[src/design/nbfr_pkg.sv]
package nbfr_pkg;

   localparam int CELL_COUNT     = 64;
   localparam int LINKS_PER_CELL = 3;
   localparam int COORD_BITS     = 16;

   // request operation codes
   localparam logic OP_LOAD   = 1'b0;
   localparam logic OP_SEARCH = 1'b1;

   // cell index width and queue depth (power of two, at least CELL_COUNT)
   localparam int CIW    = (CELL_COUNT > 2) ? $clog2(CELL_COUNT) : 1;
   localparam int QD     = 2 ** CIW;
   // link slots kept per cell: three come in with a load
   localparam int LSLOTS = (LINKS_PER_CELL < 3) ? LINKS_PER_CELL : 3;
   localparam int LCW    = $clog2(LSLOTS + 1);
   // distance arithmetic
   localparam int MAGW   = COORD_BITS + 1;
   localparam int SUMW   = 2 * COORD_BITS + 2;
   localparam int ROOTW  = COORD_BITS + 1;
   localparam int KW     = ROOTW + 1;

   typedef logic [CIW-1:0] cell_type;
   typedef logic [COORD_BITS-1:0] coord_type;
   typedef logic [2:0][COORD_BITS-1:0] pos_type;

   typedef struct packed {
      logic [LCW-1:0]              count;
      logic [LSLOTS-1:0][CIW-1:0]  link;
   } links_type;

   typedef struct packed {
      cell_type       node;
      logic [KW-1:0]  key;
   } qent_type;

   // low COORD_BITS bits of the field; the sign bit is bit COORD_BITS-1
   function automatic coord_type take_coord(input logic [15:0] raw);
      logic [31:0] w;
      w = 32'(raw);
      return w[COORD_BITS-1:0];
   endfunction

   function automatic logic cell_ok(input logic [5:0] v);
      return ({1'b0, v} < 7'(CELL_COUNT));
   endfunction

endpackage

[src/design/nbfr_dist.sv]
module nbfr_dist (
   input  logic                    clock,
   input  logic                    reset,
   input  logic                    go,
   input  nbfr_pkg::pos_type       pos_a,
   input  nbfr_pkg::pos_type       pos_b,
   output logic                    done,
   output logic [nbfr_pkg::ROOTW-1:0] span
);
   import nbfr_pkg::*;

   typedef enum logic [2:0] {
      D_IDLE = 3'b001,
      D_SQ   = 3'b010,
      D_ROOT = 3'b100
   } dstate_type;

   localparam int RCW = $clog2(ROOTW + 1);

   dstate_type          state_ff, state_in;
   logic [1:0]          k_ff, k_in;
   logic [SUMW-1:0]     sq_ff, sq_in;
   logic [SUMW-1:0]     acc_ff, acc_in;
   logic [SUMW-1:0]     s_ff, s_in;
   logic [ROOTW+2:0]    rem_ff, rem_in;
   logic [ROOTW-1:0]    root_ff, root_in;
   logic [RCW-1:0]      rc_ff, rc_in;
   logic                done_ff, done_in;

   logic [1:0]          ax;
   logic signed [MAGW-1:0] diff;
   logic [MAGW-1:0]     mag;
   logic [2*MAGW-1:0]   sq_prod;
   logic [ROOTW+2:0]    rem_sh, trial;

   assign ax   = (k_ff == 2'd3) ? 2'd0 : k_ff;
   assign diff = signed'({pos_a[ax][COORD_BITS-1], pos_a[ax]})
               - signed'({pos_b[ax][COORD_BITS-1], pos_b[ax]});
   assign mag  = diff[MAGW-1] ? MAGW'(-diff) : MAGW'(diff);
   assign sq_prod = mag * mag;
   assign rem_sh = {rem_ff[ROOTW:0], s_ff[SUMW-1:SUMW-2]};
   assign trial  = {1'b0, root_ff, 2'b01};

   always_comb begin
      state_in = state_ff;
      k_in     = k_ff;
      sq_in    = sq_ff;
      acc_in   = acc_ff;
      s_in     = s_ff;
      rem_in   = rem_ff;
      root_in  = root_ff;
      rc_in    = rc_ff;
      done_in  = 1'b0;
      unique case (state_ff)
         D_IDLE: begin
            if (go) begin
               state_in = D_SQ;
               k_in     = 2'd0;
               acc_in   = '0;
            end
         end
         D_SQ: begin
            sq_in = SUMW'(sq_prod);
            if (k_ff != 2'd0) acc_in = acc_ff + sq_ff;
            k_in = k_ff + 2'd1;
            if (k_ff == 2'd3) begin
               s_in     = acc_ff + sq_ff;
               rem_in   = '0;
               root_in  = '0;
               rc_in    = '0;
               state_in = D_ROOT;
            end
         end
         D_ROOT: begin
            s_in = {s_ff[SUMW-3:0], 2'b00};
            if (rem_sh >= trial) begin
               rem_in  = rem_sh - trial;
               root_in = {root_ff[ROOTW-2:0], 1'b1};
            end else begin
               rem_in  = rem_sh;
               root_in = {root_ff[ROOTW-2:0], 1'b0};
            end
            rc_in = rc_ff + RCW'(1);
            if (rc_ff == RCW'(ROOTW - 1)) begin
               done_in  = 1'b1;
               state_in = D_IDLE;
            end
         end
         default: state_in = D_IDLE;
      endcase
   end

   always_ff @(posedge clock) begin
      if (reset) begin
         state_ff <= D_IDLE;
         done_ff  <= 1'b0;
      end else begin
         state_ff <= state_in;
         done_ff  <= done_in;
      end
      k_ff    <= k_in;
      sq_ff   <= sq_in;
      acc_ff  <= acc_in;
      s_ff    <= s_in;
      rem_ff  <= rem_in;
      root_ff <= root_in;
      rc_ff   <= rc_in;
   end

   assign done = done_ff;
   assign span = root_ff;

   a_go_idle: assert property (@(posedge clock) disable iff (reset)
      go |-> state_ff == D_IDLE) else $error("distance start while busy");
   a_done_root: assert property (@(posedge clock) disable iff (reset)
      done_ff |-> $past(state_ff == D_ROOT)) else $error("done without root pass");
   a_done_pulse: assert property (@(posedge clock) disable iff (reset)
      done_ff |=> !done_ff) else $error("done longer than one cycle");

endmodule
[config.mk]
export PLATFORM = sky130hd
export DESIGN_NAME = nbfr_dist
export DESIGN_NICKNAME = d
export VERILOG_FILES = /design/src/design/nbfr_pkg.sv /design/src/design/nbfr_dist.sv
export SDC_FILE = /design/constraint.sdc
export NUM_CORES = 1
export LEC_CHECK = 0
export ABC_AREA = 1
export BUFFER_PORTS_ARGS = -buffer_cell sky130_fd_sc_hd__buf_4
export CAP_MARGIN = 20
export CORE_ASPECT_RATIO = 0.5
export CORE_MARGIN = 3
export CORE_UTILIZATION = 25
export DETAILED_ROUTE_END_ITERATION = 6
export GPL_TIMING_DRIVEN = 1
export MAX_ROUTING_LAYER = met4
export SLEW_MARGIN = 25
export SYNTH_ARGS = -nofsm -noshare
export SYNTH_HDL_FRONTEND = slang
export SYNTH_SLANG_ARGS = --single-unit
[constraint.sdc]
create_clock -name clock -period 10.3 [get_ports clock]
set_input_delay 0.515 -clock clock [delete_from_list [all_inputs] [get_ports clock]]
set_output_delay 0.515 -clock clock [all_outputs]
set_load 0.02 [all_outputs]
==> results of run 1 <==
==> synthesized netlist by cell type, types with 8 or more instances <==
cell and instances:
a21o_1 14, o21bai_1 15, a31oi_1 8, xor2_1 42, inv_1 455, nand2_2 17, clkbuf_1 33, nand4_1 22
edfxtp_1 143, inv_2 22, nor2_2 11, nor2_1 275, nand2_1 423, ha_1 180, a21oi_1 104, xnor2_1 33
o21ai_0 144, a2bb2oi_1 16, nor3_1 25, nand3_1 76, fa_1 191
==> stage by stage <==
step / worst slack [ns] / std cells
5_1_grt: 0.0283 / 3473
6_report: 0.733 / 3473
3_5_place_dp: 0.627 / 3441
3_3_place_gp: 0.695 / 3441
2_1_floorplan: 1.67 / 2341
4_1_cts: 0.566 / 3473
==> critical path, delay by kind of cell, from the launching register on <==
kind            cells  cell delay, ns
compound gates      2            0.56
flops               1            0.43
buf+inv            10            1.22
simple gates       17            2.37
fa+ha+maj          11            4.60
xor+xnor            1            0.13
==> cells by family (layout without fill, tap and decap cells) <==
family                   after synthesis  in the layout  synth area share
buffers and inverters                522            646             0.107
adder cells (fa/ha/maj)              371            371             0.323
XOR/XNOR                              80             80            0.0399
AND/OR/NAND/NOR                      883            883             0.198
AO/OA/AOI/OAI                        327            327            0.0988
other                                  2             11          0.000400
flip-flops                           147            147             0.233
==> how the worst min path moves through the flow <==
stage	end	slack, ns	cells past startpoint
global placement	s_ff[32]	0.51	2
CTS	state_ff[2]	0.23	2
floorplan	s_ff[28]	0.49	2
global route	state_ff[2]	0.24	2
detailed placement	s_ff[32]	0.51	2
finish	state_ff[2]	0.25	2
==> layout make-up <==
type / count / area (sq um) / share of cell area
Clock buffer: 17 / 425 / 0.0198
Clock inverter: 15 / 179 / 0.00831
Inverter: 480 / 1800 / 0.0838
Multi-Input combinational cell: 1672 / 12500 / 0.580
Sequential cell: 147 / 4370 / 0.203
Tap cell: 1008 / 1260 / 0.0586
Timing Repair Buffer: 134 / 1010 / 0.0467
==> cells in the final DEF (no fill, tap or decap), drive strengths merged, types with 2 or more instances in the layout <==
| cell | Yosys | final |
|---|---|---|
| a21boi | 4 | 4 |
| nor4 | 7 | 7 |
| or2 | 3 | 3 |
| nand3 | 83 | 83 |
| conb | 2 | 11 |
| clkbuf | 33 | 17 |
| edfxtp | 143 | 143 |
| a211oi | 2 | 2 |
| fa | 191 | 191 |
| o2111ai | 3 | 3 |
| dfxtp | 4 | 4 |
| nand3b | 4 | 4 |
| a2bb2oi | 16 | 16 |
| xnor2 | 34 | 34 |
| o21a | 2 | 2 |
| o21ai | 148 | 148 |
| inv | 478 | 489 |
| xor2 | 46 | 46 |
| a31oi | 8 | 8 |
| buf | 9 | 134 |
| o221ai | 2 | 2 |
| nand4 | 22 | 22 |
| ha | 180 | 180 |
| clkinv | 2 | 4 |
| o211ai | 5 | 5 |
| o21bai | 15 | 15 |
| and2 | 6 | 6 |
| nor3 | 26 | 26 |
| a21o | 14 | 14 |
| a21oi | 105 | 105 |
| nand2 | 442 | 442 |
| nor2 | 289 | 289 |
==> what timing repair did <==
action / in CTS / in global routing
setup endpoints to repair: 0 / 2
gates resized for setup: 0 / 1
setup buffers: 0 / 0
==> registers in the layout (all words and copies together), names as in the netlist <==
name	flops
state_ff	3
done	1
acc_ff	34
k_ff	2
sq_ff	33
s_ff	34
rem_ff	18
rc_ff	5
span	17
==> per-layer routing <==
metal,part of all wire,up-vias,track usage
li1,-,7627,-
met2,0.47,288,0.220
met4,0.013,0,0.0262
met5,0,-,-
met3,0.035,51,0.0144
met1,0.48,7360,0.166
==> results.md, run 1 <==
Outcome:
- The run finished with clean final reports.

Min path:
- In this run the worst hold path is classified as in -> reg.
- The worst hold path begins at reset.

Route:
- In the routed design, unresolved DRC markers number 0.
- Summing over every cut layer, the via total after detailed routing is 15300.
- The average routed wire per standard cell is 14.0 um.
- The wire length reported by the detailed router is 48.6 mm.
- The initial DRC count is 958.
- The detailed-routing iteration count for the pre-antenna-repair pass is 5.
- The count of nets left with antenna violations once routing finished came out at 0.
- Using the TritonRoute via totals, the vias-per-cell ratio works out to 4.41.

Yosys:
- The proportion of synthesized chip area in sequential cells is 0.233.
- Counting flops with an async set or reset pin after synthesis yields a share of 0.
- The post-synth design cell area is 0.0188 sq mm.
- Synthesis produced 2332 cells.
- The commonest register cell after synthesis is edfxtp_1.
- After synthesis the netlist holds a flip-flop and latch count of ~150.
- The biggest area contributor in the post-synthesis netlist is edfxtp_1.
- The count of flip-flops with a built-in enable after synthesis is 143.
- In this run, distinct cell masters in the synthesized netlist total 54.
- Ranked by total cell area, the synthesized netlist is headed by edfxtp_1 23%, fa_1 20%, ha_1 12%, inv_1 9.1%, nand2_1 8.5%.
- Of the post-synthesis cell area, the dominant cell type holds 0.229.
- The count of warnings emitted by yosys is 0.
- A synthesized cell averages 8.05 sq um.

CTS:
- The clock-pin transition on the worst setup and hold timing paths is 0.08 ns.
- Counting the buffers created by CTS gives 17.
- The clock latency on the worst-skew pair is 0.44 ns.
- The number of buffers added to fix hold violations after cts is 0.
- The count of clock tree sinks is 147.
- The TritonCTS clock tree is done.
- Counting along the longest clock path gives a buffer depth of 2.
- The total number of H-tree levels is 4.
- The clock root buffer master is clkbuf_16.

Global routing:
- Entering global routing, the biggest net connects 84 pins.
- The first global-routing pass estimated approximately 80 mm of wire.
- The number of global-route vias before repair is 15900.
- The all-layer global routing usage is 0.128.
- The aggregate global routing overflow is 0.
- The number of antenna violations at the first check in global routing is 0.

Cells and area:
- The share of cells above drive strength 1 is 0.0998.
- The number of fill cells in the layout is between 7000 and 8000.
- The final layout contains 2922 nets.
- The antenna diode count is 0.
- The finished cells cover 0.0215 sq mm.
- Compared with the post-synthesis result, the final layout area differs by 14.7%.
- The post-route core utilization is 0.292.

Worst setup path:
- Data on the critical path arrives at its endpoint at about 9.8 ns.
- The data required time at the worst endpoint is 10.48 ns.
- The slowest library cell on the worst path is fa_1.
- Among the stages of the critical path, the cell type that occurs most often is inv_1.
- The kind of end point of the critical path is a register.
- The critical path is of the reg -> reg type.
- The number of cells on the worst reg-to-reg path is 41.
- The maximum single-stage delay on the critical path is 0.54 ns.
- The startpoint type of the worst setup path is a register.
- Setup slack on the worst reg-to-reg path comes out at 0.73 ns.
- The most critical setup path has its startpoint at k_ff[1].
- In this run the worst setup path terminates at sq_ff[33].
- The endpoint identified for the worst register-to-register timing path is sq_ff[33].
- The top fanout value on the critical path is 13.
- The reg-to-reg startpoint is k_ff[1].

Timing:
- The total count of max-transition violations in the final report is 0.
- On the final layout, the worst clock skew is 0.0189 ns.
- Setup repair after global routing left no endpoint under its margin.
- The share of the clock period used by the worst path after layout is 0.929.
- The final hold violation count is 0.
- The achievable frequency is 105 MHz.
- The remaining max-slew budget at the tightest pin is 0.466.
- The final critical delay including setup and external delays is ~9.6 ns.
- The pin slew with the least headroom to its limit is 0.801 ns.
- The tightest hold path in the finished design has a slack of approximately 0.25 ns.
- The setup-violating endpoint count in the final report is 0.
- The setup TNS is 0 ns.

Floorplanning:
- For this configuration, the core starts out at a cell density of 0.255.
- After floorplanning, the core was sized to cover roughly 0.074 sq mm.
- The floorplan has 70 rows.
- The total I/O pin count is 117.
- From bottom edge to top edge, the die measures 200 um.
- The floorplan step set the die width to 394 um.
- The die area is around 0.079 sq mm.

Place:
- After detailed placement, the total cell area comes to 0.0209 sq mm.
- During placement, the flow inserted port buffers numbering 116.
- The congestion estimate from routability-driven global placement came to 0.926.
- Detailed placement ended at an HPWL of 40.4 mm.

Job:
- The max capacitance violation total is 0.
Power of run 1 is left out: the tool's default activity adds up to more than one toggle a clock period on the data nets, which glitch-free logic cannot reach.
==> run 2: changes to the inputs <==
ABC_AREA = not set   (was 1)
CAP_MARGIN = 5   (was 20)
==> run 2 against run 1 <==
Core utilization up 0.94 points. Worst hold slack better by 0.046 ns. First-iteration DRC count down 21%. Setup slack worse by 0.31 ns. Non-clock buffer count increased by 49. Wire length down 10%. Fmax fell by 3.1%. Critical endpoint is now sq_ff[31].
==> results.md, run 2 <==
Outcome:
- The flow ran to the end, and the final reports show no timing, DRC or antenna violations.

Yosys:
- The proportion of netlist area held by the largest area contributor is 0.241 (+0.0127).
- The average cell area after synthesis came to 9.48 sq um (+18%).
- The count of flip-flops with a built-in enable after synthesis is 143 (unchanged).
- The proportion of synthesized chip area in sequential cells is 0.246 (+0.0129).
- The biggest area contributor in the post-synthesis netlist is edfxtp_1.
- The area share of and/or/nand/nor cells after synthesis is 0.127 (-0.0709).
- The async set-reset flop share out of synthesis is 0 (unchanged).
- The count of state elements after synthesis was 147 (unchanged).
- By area, the combinational part of the netlist is dominated by adder cells.
- The post-synth design cell area is 0.0178 sq mm (-5.2%).
- The adder-cell share of the synthesized area is 0.341 (+0.0179).
- The fraction of the mapped netlist area in compound gates was 0.125 (+0.0257).
- The count of warnings emitted by yosys is 0 (unchanged).
- In the post-synthesis netlist, the biggest area contributors are edfxtp_1 24%, fa_1 21%, ha_1 13%, inv_1 6.2%, nor2_1 3.8%.
- The synthesized netlist cell count came to 1878 (-19%).
- The post-synthesis cell type count came to 85 (+57%).
- The most frequent cell after synthesis is inv_1.
- Sorting the synthesized cells by how often they occur yields 293 x inv_1, 191 x fa_1, 182 x nor2_1.
- The fraction of synthesized area in multiplexers is 0.0266 (+0.0266).
- The xor/xnor share of the synthesized area is 0.0562 (+0.0163).
- Among all flip-flop cells after synthesis, the most frequent one is edfxtp_1.

Timing:
- The achievable frequency is 101 MHz (-3.1%).
- The pin slew with the least headroom to its limit is 0.972 ns (+0.171 ns).
- The share of the clock period used by the worst path after layout is 0.959 (+0.0299).
- The remaining max-slew budget at the tightest pin came to 0.352 (-0.114).
- The final critical delay including setup and external delays is 9.87 ns (+0.308 ns).
- The worst-case clock skew is 0.0191 ns (+0.000193 ns).
- The total count of max-transition violations in the final report is 0 (unchanged).
- The setup-violating endpoint count in the final report is 0 (unchanged).
- The final hold violation count is 0 (unchanged).

Cells and area:
- The antenna diode count was 0 (unchanged).
- The net count of the finished layout is 2512 (-14%).
- The final cell count without fillers is 3000 (-14%).
- The most common cell after layout, fill and taps aside is inv_1.
- The share of cells above drive strength 1 is 0.144 (+0.0438).
- Compared with the post-synthesis result, the final layout area differs by 18.0%.
- The largest registers in the layout are acc_ff x34, s_ff x34, sq_ff x33.
- In the layout the commonest cells are 293 x inv_1, 191 x fa_1, 181 x nor2_1.

Worst setup path:
- The start-to-end type of the worst setup path is reg -> reg.
- The worst endpoint data arrival time is 10.06 ns (+0.31 ns).
- The slowest library cell on the worst path is fa_1.
- The top fanout value on the critical path is 13 (unchanged).
- Among the stages of the critical path, the cell type that occurs most often is fa_1.
- STA classifies the critical path endpoint as a register.
- The data required time at the worst endpoint is 10.48 ns (about the same).
- STA classifies the critical path startpoint as a register.
- The maximum single-stage delay on the critical path is 0.56 ns (+0.02 ns).

CTS:
- CTS placed an instance of clkbuf_16 at the clock tree root.
- The number of buffers between clock root and the deepest sink is 2 (unchanged).
- TritonCTS built the clock tree.
- The count of clock tree sinks is 147 (unchanged).
- The total number of H-tree levels came to 4 (unchanged).
- The TritonCTS buffer count was 17 (unchanged).
- The clock latency on the worst-skew pair was 0.44 ns (about the same).
- The clock-pin transition on the worst setup and hold timing paths came to 0.07 ns (about the same).
- The number of buffers added to fix hold violations after cts is 0 (unchanged).

Floorplanning:
- The die span in x was 383 um (-2.6%).
- The cell row count was 68 (-2.9%).
- The die boundary height came to 195 um (-2.6%).
- The die area is 0.0746 sq mm (-5.1%).
- The initial core utilization came to 0.255 (+0.000704).
- The area of the placeable core is 0.0697 sq mm (-5.5%).
- The total I/O pin count was 117 (unchanged).

Route:
- The wire length reported by the detailed router came to 43.6 mm (-10%).
- The post-detailed-route DRC marker count is 0 (unchanged).
- The total vias in the final route was 13300 (-13%).
- The number of vias per cell is 4.44 (+0.58%).
- The detailed-routing iteration count for the pre-antenna-repair pass is 5 (unchanged).
- The number of antenna-violating nets in the routed design is 0 (unchanged).
- The average routed wire per standard cell is 14.5 um (+3.8%).
- The initial DRC count is 756 (-21%).

Place:
- The number of input and output port buffers inserted was 116 (unchanged).
- The placer congestion estimate came to 0.899 (-2.9%).
- The cell count after placement came to 2965 (-14%).
- The half-perimeter wire length after placement is 36.3 mm (-10%).

Global routing:
- The all-layer global routing usage came to 0.121 (-0.00753).
- The first-pass GRT wire length is 71.1 mm (-12%).
- The aggregate global routing overflow is 0 (unchanged).
- The number of antenna violations at the first check in global routing is 2 (+2).
- The number of global-route vias before repair is 13600 (-15%).
- The largest net degree at the start of global routing was 72 (-14%).

Job:
- The max capacitance violation total was 0 (unchanged).

Min path:
- The worst min-delay path class is in -> reg.
[run 2: cell types whose count changed in the layout (fill, tap and decap cells not counted), moves of 22 or more]
cell and change:
nand2_1 -253, inv_1 -162, nor2_1 -94, o21ai_0 -66, nand3_1 -57, buf_4 +46, mux2i_1 +42, xnor2_1 +38
a21o_1 +29, a21oi_1 -23, nand2b_1 +22
[run 2: area by class of cell]
| cell class | instances | area [sq um] |
|---|---|---|
| repair buffers | 183 | 1400 |
| inverters | 317 | 1190 |
| flip-flops and latches | 147 | 4370 |
| clock inverters | 15 | 179 |
| well taps | 945 | 1180 |
| fillers | 7260 | 48700 |
| clock buffers | 17 | 425 |
| multi-input cells | 1376 | 12200 |
[run 2: metrics by stage]
step / setup TNS, ns / util / hold slack (ns) / instance area, sq um / worst slack, ns
after global routing: -0.0115 / 0.301 / 0.282 / 21000 / -0.0115
after CTS: 0 / 0.299 / 0.266 / 20800 / 0.136
final: 0 / 0.301 / 0.301 / 21000 / 0.426
after global placement: -0.0388 / 0.290 / 0.514 / 20200 / -0.0388
after floorplan: 0 / - / 0.495 / 17800 / 0.124
after detailed placement: -0.221 / 0.290 / 0.519 / 20200 / -0.140
[run 2: path summary, 6_finish.rpt]
kind | from | to | slack (ns) | depth (start not counted)
setup / recovery | k_ff[1] | sq_ff[31] | 0.43 | 36
hold / removal | reset | state_ff[1] | 0.30 | 2
setup reg to reg | k_ff[1] | sq_ff[31] | 0.43 | 36
hold reg to reg | s_ff[17] | s_ff[19] | 0.53 | 2
[run 2: metal layers]
metal,vias to the layer above,part of all wire,global-route usage
met2,254,0.47,0.198
met4,0,0.0098,0.0232
li1,6577,-,-
met3,25,0.035,0.0129
met1,6459,0.49,0.163
met5,-,0,-
[run 2: cell families after synthesis]
| kind of cell | after synthesis |
|---|---|
| compound gates | 336 |
| buf+inv | 364 |
| simple gates | 501 |
| flops | 147 |
| xor+xnor | 110 |
| mux | 47 |
| other cells | 2 |
| fa+ha+maj | 371 |
[run 2: timing repair]
item / in CTS / in global routing
buffers inserted: 0 / 3
gates resized for setup: 3 / 27
endpoints found under the setup margin: 4 / 9
pin swaps: 0 / 5
[run 2: worst max-delay path: cells and delay by family, from the launching register on]
kind,cells,cell delay [ns]
compound gates,10,2.06
xor+xnor,3,0.59
fa+ha+maj,10,4.18
buf+inv,6,0.54
flops,1,0.44
mux,1,0.32
simple gates,6,1.46
Power of run 2 is left out for the same reason.
==> run 3: changes to the inputs <==
--- a/config.mk
+++ b/config.mk
@@ -13,3 +13,3 @@
 export DETAILED_ROUTE_END_ITERATION = 6
-export GPL_TIMING_DRIVEN = 1
+export GPL_TIMING_DRIVEN = 0
 export MAX_ROUTING_LAYER = met4
@@ -19 +19,2 @@
 export SYNTH_SLANG_ARGS = --single-unit
+export TNS_END_PERCENT = 1
==> constraint.sdc (replaced) <==
create_clock -name clock -period 10.3 [get_ports clock]
set_input_delay 1.545 -clock clock [delete_from_list [all_inputs] [get_ports clock]]
set_output_delay 1.545 -clock clock [all_outputs]
set_load 0.02 [all_outputs]
==> run 3 against run 2 <==
Worst hold slack improved by 0.22 ns. Setup slack got worse by 0.32 ns. Sequential share of layout area decreased by 0.79 points. First-iteration DRC count decreased by 20%. Critical path depth unchanged. Cell count increased by 1.5%. Design area increased by 3.9%. Sequential cell count unchanged. Register-to-register slack got worse by 0.22 ns. Via count increased by 2.3%. Critical path type is now in -> reg. Critical endpoint is now sq_ff[32].
==> results.md, run 3 (same netlist as run 2, synthesis figures left out) <==
Worst setup path:
- The maximum single-stage delay on the critical path is 0.56 ns (about the same).
- The startpoint type of the worst setup path is a primary input.
- Among all stages on the critical path, the largest delay is contributed by fa_1.
- On the critical path the largest part of the delay comes from adder cells.
- The critical path buffer and inverter count was 7 (+1).
- The top fanout value on the critical path is 4 (-9).
- The data required time at the worst endpoint is 10.48 ns (about the same).
- In this design, the critical path's most frequently occurring cell is fa_1.
- The critical path is of the in -> reg type.
- The worst endpoint data arrival time came to 10.37 ns (+0.31 ns).
- The worst setup path is captured at a register.

Outcome:
- The flow ran to the end, and the final reports show no timing, DRC or antenna violations.

Floorplanning:
- The die boundary height is 195 um (unchanged).
- The die area is 0.0746 sq mm (unchanged).
- The total I/O pin count is 117 (unchanged).
- The initial core utilization is 0.255 (unchanged).
- The cell row count came to 68 (unchanged).
- The area of the placeable core is 0.0697 sq mm (unchanged).
- The die span in x is 383 um (unchanged).

CTS:
- The count of clock tree sinks is 147 (unchanged).
- The clock-pin transition on the worst setup and hold timing paths is 0.06 ns (about the same).
- The TritonCTS buffer count was 17 (unchanged).
- The clock latency on the worst-skew pair is 0.42 ns (-0.02 ns).
- The total number of H-tree levels came to 4 (unchanged).
- The TritonCTS clock tree is done.
- The number of buffers added to fix hold violations after cts is 0 (unchanged).
- The clock root buffer master is clkbuf_16.
- The number of buffers between clock root and the deepest sink came to 2 (unchanged).

Place:
- The number of input and output port buffers inserted is 116 (unchanged).
- The placer congestion estimate is 0.885 (-1.6%).
- The cell area reported after detailed placement is 0.0200 sq mm (-1.2%).
- The half-perimeter wire length after placement is 36.6 mm (+0.85%).

Global routing:
- The number of global-route vias before repair is 14000 (+2.9%).
- The largest net degree at the start of global routing is 52 (-28%).
- The all-layer global routing usage came to 0.126 (+0.00508).
- The number of antenna violations at the first check in global routing is 0 (-2).
- The aggregate global routing overflow is 0 (unchanged).
- The first-pass GRT wire length was 73.1 mm (+2.7%).

Route:
- The post-detailed-route DRC marker count is 0 (unchanged).
- The detailed-routing iteration count for the pre-antenna-repair pass was 4 (-1).
- The total vias in the final route is 13600 (+2.3%).
- The average routed wire per standard cell is 15.1 um (+4.2%).
- The wire length reported by the detailed router is 46.1 mm (+5.8%).
- The number of antenna-violating nets in the routed design was 0 (unchanged).
- The number of vias per cell came to 4.47 (+0.77%).
- The initial DRC count came to 608 (-20%).

Cells and area:
- The cell area after layout came to 0.0218 sq mm (+3.9%).
- The number of fill cells in the layout was 7168 (-1.3%).
- In the final layout, the registers with the most flip-flops are acc_ff x34, s_ff x34, sq_ff x33.
- The antenna diode count is 0 (unchanged).
- The area of combinational cells with multiple inputs is 0.0127 sq mm (+3.8%).
- The area taken by flip-flops and latches is 0.00437 sq mm (unchanged).
- The share of cells above drive strength 1 came to 0.179 (+0.0350).
- Leaving out fill and tap cells, the most frequent cell in the layout is inv_1.
- Compared with the post-synthesis result, the final layout area differs by 22.7%.
- The net count of the finished layout is 2557 (+1.8%).
- In the layout the commonest cells are 291 x inv_1, 189 x fa_1, 182 x buf_4.

Job:
- The max capacitance violation total came to 0 (unchanged).

Timing:
- The worst-case clock skew came to 0.0106 ns (-0.00851 ns).
- The achievable frequency came to 98.1 MHz (-3.1%).
- The final hold violation count is 0 (unchanged).
- The setup-violating endpoint count in the final report is 0 (unchanged).
- The remaining max-slew budget at the tightest pin came to 0.422 (+0.0698).
- The share of the clock period used by the worst path after layout came to 0.990 (+0.0310).
- The final critical delay including setup and external delays was 10.19 ns (+0.319 ns).
- The pin slew with the least headroom to its limit is 0.862 ns (-0.110 ns).
- The total count of max-transition violations in the final report is 0 (unchanged).

Min path:
- The worst hold path belongs to the class reg -> reg.
run 3: path summary, 6_finish.rpt:
check / startpoint / to / slack (ns) / cells past startpoint
setup reg to reg: k_ff[1] / sq_ff[32] / 0.21 / 38
hold reg to reg: s_ff[25] / s_ff[27] / 0.52 / 2
setup / recovery: pos_a[16] / sq_ff[32] / 0.11 / 36
hold / removal: s_ff[25] / s_ff[27] / 0.52 / 2
run 3: per-layer routing:
layer | GRT usage | part of all wire | vias up
met4 | 0.0363 | 0.023 | 0
met2 | 0.209 | 0.48 | 298
met3 | 0.0207 | 0.047 | 52
li1 | - | - | 6671
met5 | - | 0 | -
met1 | 0.159 | 0.45 | 6598
run 3: timing repair:
item / CTS / global route
setup buffers: 25 / 41
pin swaps: 17 / 46
endpoints found under the setup margin: 26 / 10
gates resized for setup: 85 / 77
run 3: cell type report:
class                           instances  share of cell area
Tap cell                              945              0.0542
Sequential cell                       147               0.200
Clock inverter                         14             0.00820
Inverter                              317              0.0550
Buffer                                 43              0.0143
Timing Repair Buffer                  185              0.0660
Multi-Input combinational cell       1376               0.582
Clock buffer                           18              0.0197
run 3: per-stage QoR:
stage                      util  hold slack (ns)  setup slack (ns)  cells  setup TNS, ns
after CTS                 0.304            0.525           0.00222   3005              0
after detailed placement  0.287            0.509             -2.55   2951         -39.83
after floorplan               -            0.495            0.0424   1887              0
final                     0.313            0.522             0.106   3045              0
after global placement    0.285            0.507             -2.56   2948         -39.85
after global routing      0.313            0.558            -0.173   3045         -0.411
run 3: worst reg2reg max path: cells and delay by family, from the launching register on:
kind | cells | cell delay, ns
buffers and inverters | 9 | 1.02
adders and majority gates | 10 | 4.07
and+or+nand+nor | 5 | 0.89
DFF | 1 | 0.43
xor gates and xnor gates | 3 | 0.77
AOI/OAI and AO/OA | 11 | 2.64
Power of run 3 is left out for the same reason.
